`config.mk`:
```
export PLATFORM = sky130hd
export DESIGN_NAME = rle_lz_frame_command_decoder
export DESIGN_NICKNAME = d
export VERILOG_FILES = /design/src/rtl/core/rlz_pkg.sv /design/src/rtl/core/rlz_front.sv /design/src/rtl/core/rlz_queue.sv /design/src/rtl/core/rlz_back.sv /design/src/rtl/core/rle_lz_frame_command_decoder.sv
export SDC_FILE = /design/constraint.sdc
export NUM_CORES = 1
export LEC_CHECK = 0
export BUFFER_PORTS_ARGS = -buffer_cell sky130_fd_sc_hd__buf_2
export CAP_MARGIN = 10
export CORE_ASPECT_RATIO = 1.75
export CORE_MARGIN = 8
export CORE_UTILIZATION = 37
export CTS_CLUSTER_DIAMETER = 60
export DETAILED_ROUTE_END_ITERATION = 8
export PLACE_DENSITY = 0.51
export SLEW_MARGIN = 20
export SYNTH_ARGS = -nofsm -noshare
export SYNTH_HDL_FRONTEND = slang
export SYNTH_SLANG_ARGS = --single-unit
export TNS_END_PERCENT = 20
```
`constraint.sdc`:
```
create_clock -name aclk -period 10 [get_ports aclk]
set_input_delay 1.5 -clock aclk [delete_from_list [all_inputs] [get_ports aclk]]
set_output_delay 1.5 -clock aclk [all_outputs]
set_load 0.005 [all_outputs]
```
`src/rtl/core/rlz_pkg.sv`:
```
package rlz_pkg;

    localparam int POS_W   = 19;
    localparam int LEN_W   = 13;
    localparam int VAL_W   = 8;
    localparam int DIST_W  = 12;
    localparam int PAL_W   = 9;
    localparam int BLANK_W = 10;
    localparam int CFG_W   = 19;
    localparam int COPY_WINDOW = 2048;

    // command formats selected by the mode register
    localparam logic [7:0] MODE_EMPTY = 8'd0;
    localparam logic [7:0] MODE_T3    = 8'd3;
    localparam logic [7:0] MODE_T4    = 8'd4;
    localparam logic [7:0] MODE_T5    = 8'd5;
    localparam logic [7:0] MODE_T7    = 8'd7;
    localparam logic [7:0] MODE_T255  = 8'd255;

    typedef enum logic [1:0] {
        CMD_SKIP = 2'd0,
        CMD_FILL = 2'd1,
        CMD_COPY = 2'd2
    } cmd_kind_t;

    typedef enum logic [1:0] {
        REG_MODE  = 2'd0,
        REG_START = 2'd1,
        REG_END   = 2'd2,
        REG_BLANK = 2'd3
    } cfg_reg_t;

    typedef struct packed {
        cmd_kind_t           kind;
        logic [POS_W-1:0]    start_pos;
        logic [LEN_W-1:0]    run_length;
        logic [VAL_W-1:0]    fill_value;
        logic [DIST_W-1:0]   copy_distance;
        logic [PAL_W-1:0]    palette_size;
        logic                frame_done;
        logic                bad_mode;
    } rlz_result_t;

    // handshake between the front end and the command queue
    typedef struct packed {
        logic        push;
        rlz_result_t data;
    } rlz_push_t;

endpackage

```
`src/rtl/core/rlz_front.sv`:
```
module rlz_front import rlz_pkg::*; #(
    parameter int FRAME_PIXELS = 307200
) (
    input  logic              aclk,
    input  logic              aresetn,
    input  logic              cfg_wr_en,
    input  logic [1:0]        cfg_index,
    input  logic [CFG_W-1:0]  cfg_wdata,
    input  logic              in_accept,
    input  logic [7:0]        in_byte,
    input  logic              in_frame_start,
    output rlz_push_t         q_push
);

    localparam logic [POS_W-1:0] FRAME_MAX = POS_W'(FRAME_PIXELS);

    typedef struct packed {
        cmd_kind_t         kind;
        logic [LEN_W-1:0]  len;
        logic [VAL_W-1:0]  val;
        logic [DIST_W-1:0] copy_dist;
    } dec_t;

    logic [7:0]         mode_reg;
    logic [POS_W-1:0]   start_reg;
    logic [POS_W-1:0]   end_reg;
    logic [BLANK_W-1:0] blank_reg;

    logic [POS_W-1:0]   position_reg, position_next;
    logic [PAL_W-1:0]   pal_reg, pal_next;
    logic [7:0]         first_byte_reg, first_byte_next;
    logic               await_reg, await_next;
    logic               active_reg, active_next;

    logic [POS_W-1:0]   start_clamp;
    logic [POS_W-1:0]   pos_cur;
    logic [PAL_W-1:0]   pal_cur;
    logic               await_cur;
    logic               active_cur;
    logic               known;
    logic               emit;
    logic               decode_en;
    logic [7:0]         op;
    logic [7:0]         sec;
    dec_t               dec;
    logic [POS_W:0]     pos_sum;
    logic [POS_W-1:0]   pos_new;
    logic [PAL_W-1:0]   pal_new;

    function automatic logic wants_second(logic [7:0] m, logic [7:0] b);
        logic r;
        r = 1'b0;
        if (m == MODE_T3 || m == MODE_T4) begin
            if (b[7]) begin
                r = (b[6:5] == 2'b01);
            end else if (m == MODE_T3) begin
                r = (b[6:3] == 4'd0);
            end else begin
                r = (b[6:4] == 3'd0);
            end
        end else if (m == MODE_T5) begin
            r = (b[4:0] == 5'd0) || (b[7:5] == 3'd0);
        end else if (m == MODE_T7) begin
            r = (b[7:4] == 4'hd) || (b[7:6] == 2'b10);
        end else begin
            r = b[7];
        end
        return r;
    endfunction

    function automatic dec_t decode_cmd(logic [7:0] m, logic [7:0] o, logic [7:0] b,
                                        logic [BLANK_W-1:0] blank);
        dec_t d;
        logic [LEN_W-1:0] w;
        d = '0;
        d.kind = CMD_SKIP;
        w = '0;
        if (m == MODE_T3 || m == MODE_T4) begin
            if (o[7]) begin
                if (o[6]) begin
                    d.len = LEN_W'(blank) + LEN_W'(o[5:0]) + LEN_W'(1);
                end else if (o[5]) begin
                    w = {o[4:0], b};
                    d.len = w[12] ? {1'b0, w[11:0]} : w + LEN_W'(2);
                end else begin
                    d.len = LEN_W'(o[4:0]) + LEN_W'(2);
                end
            end else begin
                d.kind = CMD_FILL;
                if (m == MODE_T3) begin
                    d.val = VAL_W'(o[2:0]);
                    d.len = (o[6:3] != 4'd0) ? LEN_W'(o[6:3]) : LEN_W'(b);
                end else begin
                    d.val = VAL_W'(o[3:0]);
                    d.len = (o[6:4] != 3'd0) ? LEN_W'(o[6:4]) : LEN_W'(b);
                end
            end
        end else if (m == MODE_T5) begin
            if (o[4:0] == 5'd0) begin
                w = LEN_W'({o, 3'b000}) + LEN_W'(b);
                d.len = w[10] ? LEN_W'(w[9:0]) : w + LEN_W'(2);
            end else begin
                d.kind = CMD_FILL;
                d.val = VAL_W'(o[4:0]);
                d.len = (o[7:5] != 3'd0) ? LEN_W'(o[7:5]) : LEN_W'(b);
            end
        end else if (m == MODE_T7) begin
            if (o[7]) begin
                if (o[6]) begin
                    if (o[5]) begin
                        d.len = LEN_W'(blank) + LEN_W'(o[4:0]) + LEN_W'(1);
                    end else if (o[4]) begin
                        w = LEN_W'({o[3:0], b});
                        d.len = w[11] ? LEN_W'(w[10:0]) : w + LEN_W'(2);
                    end else begin
                        d.len = LEN_W'(o[3:0]) + LEN_W'(2);
                    end
                end else begin
                    d.kind = CMD_FILL;
                    d.len = LEN_W'(o[5:0]);
                    d.val = b;
                end
            end else begin
                d.kind = CMD_FILL;
                d.len = LEN_W'(1);
                d.val = o;
            end
        end else begin
            if (!o[7]) begin
                d.kind = CMD_FILL;
                d.len = LEN_W'(1);
                d.val = o;
            end else if (o[7:5] != 3'b111) begin
                d.kind = CMD_COPY;
                d.len = LEN_W'(o[6:3]) + LEN_W'(3);
                d.copy_dist = DIST_W'(COPY_WINDOW) - DIST_W'({o[2:0], b});
            end else if (!o[4]) begin
                d.kind = CMD_FILL;
                d.len = LEN_W'(o[3:0]) + LEN_W'(1);
                d.val = b;
            end else begin
                d.len = LEN_W'({o[3:0], b});
            end
        end
        return d;
    endfunction

    always_ff @(posedge aclk) begin
        if (!aresetn) begin
            mode_reg  <= MODE_EMPTY;
            start_reg <= '0;
            end_reg   <= '0;
            blank_reg <= '0;
        end else if (cfg_wr_en) begin
            unique case (cfg_reg_t'(cfg_index))
                REG_MODE:  mode_reg  <= cfg_wdata[7:0];
                REG_START: start_reg <= cfg_wdata[POS_W-1:0];
                REG_END:   end_reg   <= cfg_wdata[POS_W-1:0];
                REG_BLANK: blank_reg <= cfg_wdata[BLANK_W-1:0];
            endcase
        end
    end

    always_comb begin
        start_clamp = (start_reg < FRAME_MAX) ? start_reg : FRAME_MAX;
        pos_cur     = in_frame_start ? start_clamp : position_reg;
        pal_cur     = in_frame_start ? PAL_W'(1) : pal_reg;
        await_cur   = in_frame_start ? 1'b0 : await_reg;
        active_cur  = in_frame_start ? (start_clamp < end_reg) : active_reg;

        known = (mode_reg == MODE_T3) || (mode_reg == MODE_T4) || (mode_reg == MODE_T5) ||
                (mode_reg == MODE_T7) || (mode_reg == MODE_T255);

        // pending first byte is paired with this one under the current mode
        op  = await_cur ? first_byte_reg : in_byte;
        sec = await_cur ? in_byte : 8'd0;
        dec = decode_cmd(mode_reg, op, sec, blank_reg);

        pos_sum = {1'b0, pos_cur} + (POS_W+1)'(dec.len);
        pos_new = (pos_sum > {1'b0, FRAME_MAX}) ? FRAME_MAX : pos_sum[POS_W-1:0];
        pal_new = (dec.kind == CMD_FILL && pal_cur <= PAL_W'(dec.val)) ?
                  PAL_W'(dec.val) + PAL_W'(1) : pal_cur;

        position_next   = pos_cur;
        pal_next        = pal_cur;
        first_byte_next = first_byte_reg;
        await_next      = await_cur;
        active_next     = active_cur;
        emit            = 1'b0;
        decode_en       = 1'b0;

        if (active_cur && mode_reg != MODE_EMPTY) begin
            if (!known) begin
                emit       = 1'b1;
                await_next = 1'b0;
            end else if (!await_cur && wants_second(mode_reg, in_byte)) begin
                first_byte_next = in_byte;
                await_next      = 1'b1;
            end else begin
                emit          = 1'b1;
                decode_en     = 1'b1;
                await_next    = 1'b0;
                position_next = pos_new;
                pal_next      = pal_new;
                active_next   = (pos_new < end_reg);
            end
        end

        q_push.push                    = in_accept && emit;
        q_push.data.kind               = decode_en ? dec.kind : CMD_SKIP;
        q_push.data.start_pos          = pos_cur;
        q_push.data.run_length         = decode_en ? dec.len : '0;
        q_push.data.fill_value         = decode_en ? dec.val : '0;
        q_push.data.copy_distance      = decode_en ? dec.copy_dist : '0;
        q_push.data.palette_size       = pal_next;
        q_push.data.frame_done         = (position_next >= end_reg);
        q_push.data.bad_mode           = !decode_en;
    end

    always_ff @(posedge aclk) begin
        if (!aresetn) begin
            position_reg   <= '0;
            pal_reg        <= PAL_W'(1);
            first_byte_reg <= '0;
            await_reg      <= 1'b0;
            active_reg     <= 1'b0;
        end else if (in_accept) begin
            position_reg   <= position_next;
            pal_reg        <= pal_next;
            first_byte_reg <= first_byte_next;
            await_reg      <= await_next;
            active_reg     <= active_next;
        end
    end

endmodule

```
`src/rtl/core/rlz_queue.sv`:
```
module rlz_queue import rlz_pkg::*; (
    input  logic        aclk,
    input  logic        aresetn,
    input  rlz_push_t   q_push,
    output logic        q_full,
    input  logic        q_pop,
    output logic        q_empty,
    output rlz_result_t q_head
);

    localparam int DEPTH = 2;
    localparam int PTR_W = $clog2(DEPTH);

    rlz_result_t        entry_reg [DEPTH];
    logic [PTR_W-1:0]   wr_ptr_reg, wr_ptr_next;
    logic [PTR_W-1:0]   rd_ptr_reg, rd_ptr_next;
    logic [PTR_W:0]     count_reg, count_next;
    logic               do_push;
    logic               do_pop;

    always_comb begin
        q_full  = (count_reg == (PTR_W+1)'(DEPTH));
        q_empty = (count_reg == '0);
        q_head  = entry_reg[rd_ptr_reg];
        do_push = q_push.push && !q_full;
        do_pop  = q_pop && !q_empty;

        wr_ptr_next = wr_ptr_reg;
        rd_ptr_next = rd_ptr_reg;
        count_next  = count_reg;
        if (do_push) begin
            wr_ptr_next = (wr_ptr_reg == PTR_W'(DEPTH-1)) ? '0 : wr_ptr_reg + PTR_W'(1);
        end
        if (do_pop) begin
            rd_ptr_next = (rd_ptr_reg == PTR_W'(DEPTH-1)) ? '0 : rd_ptr_reg + PTR_W'(1);
        end
        if (do_push && !do_pop) begin
            count_next = count_reg + (PTR_W+1)'(1);
        end else if (do_pop && !do_push) begin
            count_next = count_reg - (PTR_W+1)'(1);
        end
    end

    always_ff @(posedge aclk) begin
        if (!aresetn) begin
            wr_ptr_reg <= '0;
            rd_ptr_reg <= '0;
            count_reg  <= '0;
        end else begin
            wr_ptr_reg <= wr_ptr_next;
            rd_ptr_reg <= rd_ptr_next;
            count_reg  <= count_next;
        end
    end

    always_ff @(posedge aclk) begin
        if (do_push) begin
            entry_reg[wr_ptr_reg] <= q_push.data;
        end
    end

endmodule

```
`src/rtl/core/rlz_back.sv`:
```
module rlz_back import rlz_pkg::*; (
    input  logic        aclk,
    input  logic        aresetn,
    input  logic        q_empty,
    input  rlz_result_t q_head,
    output logic        q_pop,
    output logic        m_tvalid,
    input  logic        m_tready,
    output logic [63:0] m_tdata,
    output logic [2:0]  m_tuser,
    output logic        m_tlast
);

    logic        valid_reg, valid_next;
    rlz_result_t out_reg;

    always_comb begin
        // advance when the output register is free or being drained
        q_pop      = !q_empty && (!valid_reg || m_tready);
        valid_next = valid_reg;
        if (q_pop) begin
            valid_next = 1'b1;
        end else if (m_tready) begin
            valid_next = 1'b0;
        end
    end

    always_ff @(posedge aclk) begin
        if (!aresetn) begin
            valid_reg <= 1'b0;
        end else begin
            valid_reg <= valid_next;
        end
    end

    always_ff @(posedge aclk) begin
        if (q_pop) begin
            out_reg <= q_head;
        end
    end

    assign m_tvalid = valid_reg;
    assign m_tdata  = {3'b000, out_reg.palette_size, out_reg.copy_distance,
                       out_reg.fill_value, out_reg.run_length, out_reg.start_pos};
    assign m_tuser  = {out_reg.bad_mode, out_reg.kind};
    assign m_tlast  = out_reg.frame_done;

endmodule

```
`src/rtl/core/rle_lz_frame_command_decoder.sv`:
```
// Run-length / LZ frame command decoder.
// Input stream: one compressed byte per item on s_tdata[7:0]; s_tuser set on
// the first byte of a frame restarts the position at start_position and the
// palette size at one. Output stream: one pixel command per completed
// command (skip, fill or copy), with tlast set once the frame end is reached.
// Configuration: cfg_wr_en writes cfg_wdata into register cfg_index
// (0 mode, 1 start_position, 2 end_position, 3 blank_count); the user
// must write only while idle, as the block itself does not enforce it.
// Throughput: one byte per cycle while s_tready is high; each byte is
// classified and decoded in the cycle it is taken, and the position and
// palette registers update on the accepting edge. The edge that accepts
// the byte completing a command writes the queue; the output register
// then loads from the queue head when free or drained, raising m_tvalid.
// A two-entry queue sits between the decoder and the output register; when
// the receiver holds m_tready low, up to three results are buffered and then
// s_tready drops until the receiver takes an item and frees a queue entry.
// Reset (aresetn low, synchronous) clears the queue, the output valid, the
// configuration registers and the decoder state; no clearing pass is needed.
module rle_lz_frame_command_decoder import rlz_pkg::*; #(
    parameter int FRAME_PIXELS = 307200
) (
    input  logic             aclk,
    input  logic             aresetn,
    input  logic             cfg_wr_en,
    input  logic [1:0]       cfg_index,
    input  logic [CFG_W-1:0] cfg_wdata,
    input  logic             s_tvalid,
    output logic             s_tready,
    input  logic [7:0]       s_tdata,   // [7:0] data_byte
    input  logic             s_tuser,   // [0] frame_start
    output logic             m_tvalid,
    input  logic             m_tready,
    // [18:0] start_pos, [31:19] run_length, [39:32] fill_value,
    // [51:40] copy_distance, [60:52] palette_size, [63:61] zero
    output logic [63:0]      m_tdata,
    output logic [2:0]       m_tuser,   // [1:0] cmd_kind, [2] bad_mode
    output logic             m_tlast    // frame_done
);

    rlz_push_t   q_push;
    logic        q_full;
    logic        q_pop;
    logic        q_empty;
    rlz_result_t q_head;

    assign s_tready = !q_full;

    rlz_front #(
        .FRAME_PIXELS(FRAME_PIXELS)
    ) u_front (
        .aclk           (aclk),
        .aresetn        (aresetn),
        .cfg_wr_en      (cfg_wr_en),
        .cfg_index      (cfg_index),
        .cfg_wdata      (cfg_wdata),
        .in_accept      (s_tvalid && s_tready),
        .in_byte        (s_tdata),
        .in_frame_start (s_tuser),
        .q_push         (q_push)
    );

    rlz_queue u_queue (
        .aclk    (aclk),
        .aresetn (aresetn),
        .q_push  (q_push),
        .q_full  (q_full),
        .q_pop   (q_pop),
        .q_empty (q_empty),
        .q_head  (q_head)
    );

    rlz_back u_back (
        .aclk     (aclk),
        .aresetn  (aresetn),
        .q_empty  (q_empty),
        .q_head   (q_head),
        .q_pop    (q_pop),
        .m_tvalid (m_tvalid),
        .m_tready (m_tready),
        .m_tdata  (m_tdata),
        .m_tuser  (m_tuser),
        .m_tlast  (m_tlast)
    );

endmodule

```
==> results of run 1 <==
[per-stage QoR]
stage               instance area, µm²  std cells
finish                           20850       2703
global route                     20850       2703
CTS                              20840       2703
detailed placement               19790       2648
global placement                 19790       2648
floorplan                        18070       1895
[path summary, 6_finish.rpt]
check | startpoint | to | slack (ns) | cells past startpoint
setup / recovery | s_tuser | u_queue.entry_reg[0][1] | 0.71 | 37
hold / removal | u_front.start_reg[9] | u_front.start_reg[9] | 0.45 | 2
setup reg to reg | u_front.await_reg | u_queue.entry_reg[0][1] | 1.21 | 36
hold reg to reg | u_front.start_reg[9] | u_front.start_reg[9] | 0.45 | 2
[cells by family (layout without fill, tap and decap cells)]
logic type,count (synthesis),count (layout),synth area share [%]
other,1,3,0.02076
DFF,294,294,43.39
xor gates and xnor gates,68,68,3.449
muxes,126,126,7.536
and+or+nand+nor,608,608,16.36
AOI/OAI and AO/OA,498,498,17.63
buffers and inverters,192,346,4.149
adders and majority gates,106,106,7.467
[worst reg2reg max path, delay by kind of cell, from the launching register on]
family / cells / cell delay, ns
adder cells (fa/ha/maj): 3 / 0.82
multiplexers: 1 / 0.22
flip-flops: 1 / 0.54
AO/OA/AOI/OAI: 19 / 3.98
AND/OR/NAND/NOR: 8 / 2.11
buffers and inverters: 5 / 0.84
[layer usage]
layer	routed length (µm)	global-route usage (%)	vias to the layer above
met1	23740	23.77	7298
li1	-	-	7246
met5	13	0	-
met4	3876	12.66	2
met3	2886	3.040	178
met2	31250	38.87	479
[cells in the mapped netlist, types with 22 or more instances]
library cell  count
nand3_1          41
nor3_1           44
a211oi_1         25
xnor2_1          49
mux2i_1          46
a21oi_1         152
inv_1            69
o211ai_1         31
a21o_1           22
clkbuf_1         91
edfxtp_1        195
o21ai_0         109
mux2_2           80
ha_1            103
nor2b_1          26
dfxtp_1          99
and2_1           38
nand2_1         199
nor2_1          137
[power breakdown]
group | switching (mW) | internal (mW) | total (mW)
clock | 0.503 | 0.694 | 1.20
sequential | 0.0610 | 1.51 | 1.57
combinational | 0.484 | 0.339 | 0.823
total | 1.05 | 2.54 | 3.59
[area by class of cell]
type                            instances  area (µm²)  share of cell area, %
Multi-Input combinational cell       1409        9503                  45.58
Sequential cell                       294        7839                  37.60
Timing Repair Buffer                  213        1346                  6.458
Tap cell                              654       818.3                  3.925
Clock buffer                           36       783.3                  3.757
Inverter                               78       292.8                  1.404
Clock inverter                         19       265.3                  1.272
==> flow_summary.ini, run 1 <==
[clocking]
clkSinkCount = 294
insertion_delay_ns = 0.60
cts_max_level = 1
clock_path_buffers = 3
cts_tree = built
post_cts_buffers = 0
cts_buffers = 30
holdBufCountCts = 0
cts_root_buf = clkbuf_16
clkTransAtPathRegs_ns = 0.06
postCtsResizedCells = 0

[drt]
wl_mm = 61.77
postRouteAntennaNets = 0
avgViaCountPerCell = 5.624
dr_total_vias = 15200
drtIter0Drc = 915
drt_pre_antenna_iters = 5
post_drt_wl_per_cell_um = 22.85
drc_errors = 0

[synth]
synth_area_leaders = edfxtp_1 (32%), dfxtp_1 (11%), ha_1 (7.1%), mux2_2 (5.0%), a21oi_1 (4.2%)
synth-edff-count = 195
seq_area_frac_synth_pct = 43.39
yosysWarnings = 0
ys_types = 85
yosysTopAreaCell = edfxtp_1
syn_inst = 1893
yosysTopAreaCellShare_pct = 32.42
syn_avg_cell_area_um2 = 9.542
synth-main-ff-cell = edfxtp_1
ys_async_sr_fraction_pct = 0
yosys_register_bits = 294
syn_area_mm2 = 0.01806

[setup_path]
startpoint_type = input pin
required_ns = 10.32
worst_path_largest_cell_delay_ns = 0.54
worstPathMaxFanout = 11
cp-end-kind = register
critPathTopFamily = compound AO/OA/AOI/OAI gates
worst-path-buf-inv = 6
path_class = in2reg
cpMaxStageDelayCell = or4_1
cpMostUsedCell = a21oi_1
crit_arrival_ns = 9.60

[cells_and_area]
syn_to_final_growth_pct = 15.41
final_common_cell = nand2_1
layout_common_cells = nand2_1 (199), edfxtp_1 (195), a21oi_1 (152)
diodes = 0
fillers = 4863
final_nets = 2167
drive_gt1_share_pct = 18.25
final_util_pct = 43.02
largest_reg_flops = 130

[grt]
grt_antenna_before_repair = 1
track_usage_pct = 21.58
grt.overflow.total = 0
first_global_vias = 15370
grt_pass1_wl_mm = 93.56
grt_max_degree = 84

[floorplan]
core_mm2 = 0.04846
die_h_um = 308.3
die_area_mm2 = 0.05643
die_x_um = 183.0
rows = 107
initial_core_util_pct = 37.27
io_pins = 105

[place]
routabilityCongestion = 0.9742
portBuffers = 101
dp_hpwl_mm = 46.97
pre_cts_ws_ns = 0.1376

[power_and_ir_drop]
total_power_mw = 3.587
power_leakage_nw = 8.043
ir_worst_vdd_v = 0.0002759
pwr_density_cell_mw_per_mm2 = 172.1

[timing]
maxSlewHeadroom_pct = 25.94
fmax_ghz = 0.1077
setup_slack_ns = 0.7131
drv_slew = 0
tns_ns = 0
rsz0062_at_grt = false
skew_ns = 0.01463
worstMarginPinSlew_ns = 1.083
finalSetupViolCount = 0
holdWs_ns = 0.4522
post-route-period-util_pct = 92.87
fin_crit_ns = 9.287
finalHoldViolCount = 0

[status]
status = finished clean

[hold_path]
hp-class = reg2reg

[run]
cap_viol_max_count = 0
No activity file was read; power rests on OpenSTA's default activity.
==> run 2, diff against run 1 <==
Clock period 10 ns to 7.8 ns, I/O delays scaled along.
==> run 2 against run 1 <==
  * The run now ends with setup timing left
  * Clock-buffer cell count is 2 higher
  * Worst hold slack better by 0.00050 ns
  * Die area is the same
  * Sequential power increased by 27%
  * Flip-flop and latch count unchanged
  * Sequential share of layout area down 3.9 points
  * Clock skew grew 0.0052 ns
  * Largest power group unchanged
==> flow_summary.ini, run 2 (synthesis results as in run 1) <==
[cells_and_area]
final_util_pct = 48.03
final_nets = 2406
largest_reg_flops = 130
layout_common_cells = buf_4 (345), nand2_1 (197), edfxtp_1 (195)
syn_to_final_growth_pct = 28.86
drive_gt1_share_pct = 30.86
diodes = 0
final_cells = 2942
final_common_cell = buf_4

[power_and_ir_drop]
pwr-share-seq_pct = 42.6
pwr_density_cell_mw_per_mm2 = 201.6
p_int_mw = 3.275
total_power_mw = 4.692
pwr-share-clk_pct = 30.9
ir_worst_vdd_v = 0.0002061
pwr-share-comb_pct = 26.6
switchingPower_mw = 1.417
p_sw_share_pct = 30.20
power_leakage_nw = 9.313

[grt]
grt_max_degree = 83
grt_pass1_wl_mm = 101.4
grt.overflow.total = 0
grt_antenna_before_repair = 0
track_usage_pct = 23.74
first_global_vias = 16720

[timing]
post-route-period-util_pct = 104.2
fmax_ghz = 0.1231
holdWs_ns = 0.4527
fin_crit_ns = 8.126
setup_slack_ns = -0.3264
skew_ns = 0.01982
finalHoldViolCount = 0
worstMarginPinSlew_ns = 1.022
drv_slew = 0
rsz0062_at_grt = true
maxSlewHeadroom_pct = 31.59
finalSetupViolCount = 2

[floorplan]
core_mm2 = 0.04846
die_x_um = 183.0
io_pins = 105
rows = 107
die_h_um = 308.3
initial_core_util_pct = 37.27
die_area_mm2 = 0.05643

[clocking]
clock_path_buffers = 3
insertion_delay_ns = 0.59
cts_max_level = 1
clkTransAtPathRegs_ns = 0.06
cts_root_buf = clkbuf_16
cts_buffers = 29
clkSinkCount = 294
cts_tree = built

[hold_path]
hp-class = reg2reg
holdPathStages = 2
hold_end = u_front.start_reg[9]
min-delay-start = u_front.start_reg[9]

[setup_path]
ff2ff_path_depth = 35
cp-end-kind = register
r2r_end = u_queue.entry_reg[1][1]
worstPathMaxFanout = 5
startpoint_type = input pin
path_class = in2reg
worstReg2RegStart = u_front.await_reg
critPathTopFamily = compound AO/OA/AOI/OAI gates
cpMostUsedCell = o21a_1
required_ns = 8.12
r2r_slack_ns = 0.01
crit_arrival_ns = 8.45
worst_path_largest_cell_delay_ns = 0.60
cpMaxStageDelayCell = or4_4
worst-path-buf-inv = 3

[place]
dp_cells = 2877
portBuffers = 101
pre_cts_ws_ns = -1.339
dp_hpwl_mm = 53.56
routabilityCongestion = 1.005

[drt]
drc_errors = 0
avgViaCountPerCell = 5.515
post_drt_wl_per_cell_um = 23.16
postRouteAntennaNets = 0
drt_pre_antenna_iters = 5
drtIter0Drc = 841
dr_total_vias = 16220
wl_mm = 68.14

[status]
violations = setup timing
status = complete, but fails checks

[run]
cap_viol_max_count = 0
run 2: cell count changes in the layout (fill, tap and decap cells not counted), moves of 8 or more:
cell and delta:
a21oi_1 -12, a21oi_2 +9, buf_4 +233, ha_1 -11, ha_4 +8, o21ai_0 -12
o21ai_1 +9
run 2: worst max-delay path by stage:
stage | start | endpoint | slack, ns | cells past startpoint
after floorplan | s_tuser | u_queue.entry_reg[0][1] | -1.01 | 40
after global placement | s_tuser | u_queue.entry_reg[0][1] | -1.22 | 36
after detailed placement | s_tuser | u_queue.entry_reg[0][1] | -1.34 | 39
after CTS | s_tuser | u_queue.entry_reg[1][1] | -0.34 | 36
after global routing | s_tuser | u_queue.entry_reg[1][1] | -0.58 | 38
final | s_tuser | u_queue.entry_reg[1][1] | -0.33 | 36
run 2: worst reg2reg max path, delay by kind of cell (launching register included):
kind	cells	cell delay [ns]
xor+xnor	1	0.15
flops	1	0.42
mux	1	0.24
buf+inv	2	0.16
compound gates	18	3.33
simple gates	9	2.26
fa+ha+maj	4	0.98
run 2: final cells by class:
cell class,instances,area [µm²]
Inverter,78,292.8
Multi-Input combinational cell,1409,10150
Sequential cell,294,7839
Tap cell,654,818.3
Clock buffer,38,789.5
Clock inverter,16,195.2
Timing Repair Buffer,453,3193
Fill cell,4819,25190
run 2: per-layer routing:
metal  routed length [µm]  up-vias  track usage, %
met1                25180     7834           24.90
met2                35620      488           44.66
met4                 4703        0           14.46
met3                 2645      186           2.439
met5                    0        -               0
li1                     -     7716               -
run 2: metrics by stage:
| step | setup TNS (ns) | area (µm²) |
|---|---|---|
| after CTS | -0.7985 | 22870 |
| after floorplan | -2.448 | 18270 |
| after detailed placement | -3.703 | 21670 |
| final | -0.6527 | 23280 |
| after global placement | -3.370 | 21670 |
| after global routing | -1.352 | 23280 |
run 2: power by group through the flow:
stage	clock network, mW	logic [mW]	registers, mW
final	1.45	1.25	2.00
after global placement	0	1.19	2.03
after floorplan	0	0.613	2.06
after global routing	1.55	1.36	2.02
after detailed placement	0	1.20	2.03
after CTS	1.49	1.23	2.00
run 2: what timing repair did:
action	in CTS	in global routing
endpoints found under the setup margin	3	3
resized for setup	46	70
buffers inserted	3	10
hold buffers	0	0
pin swaps	33	39
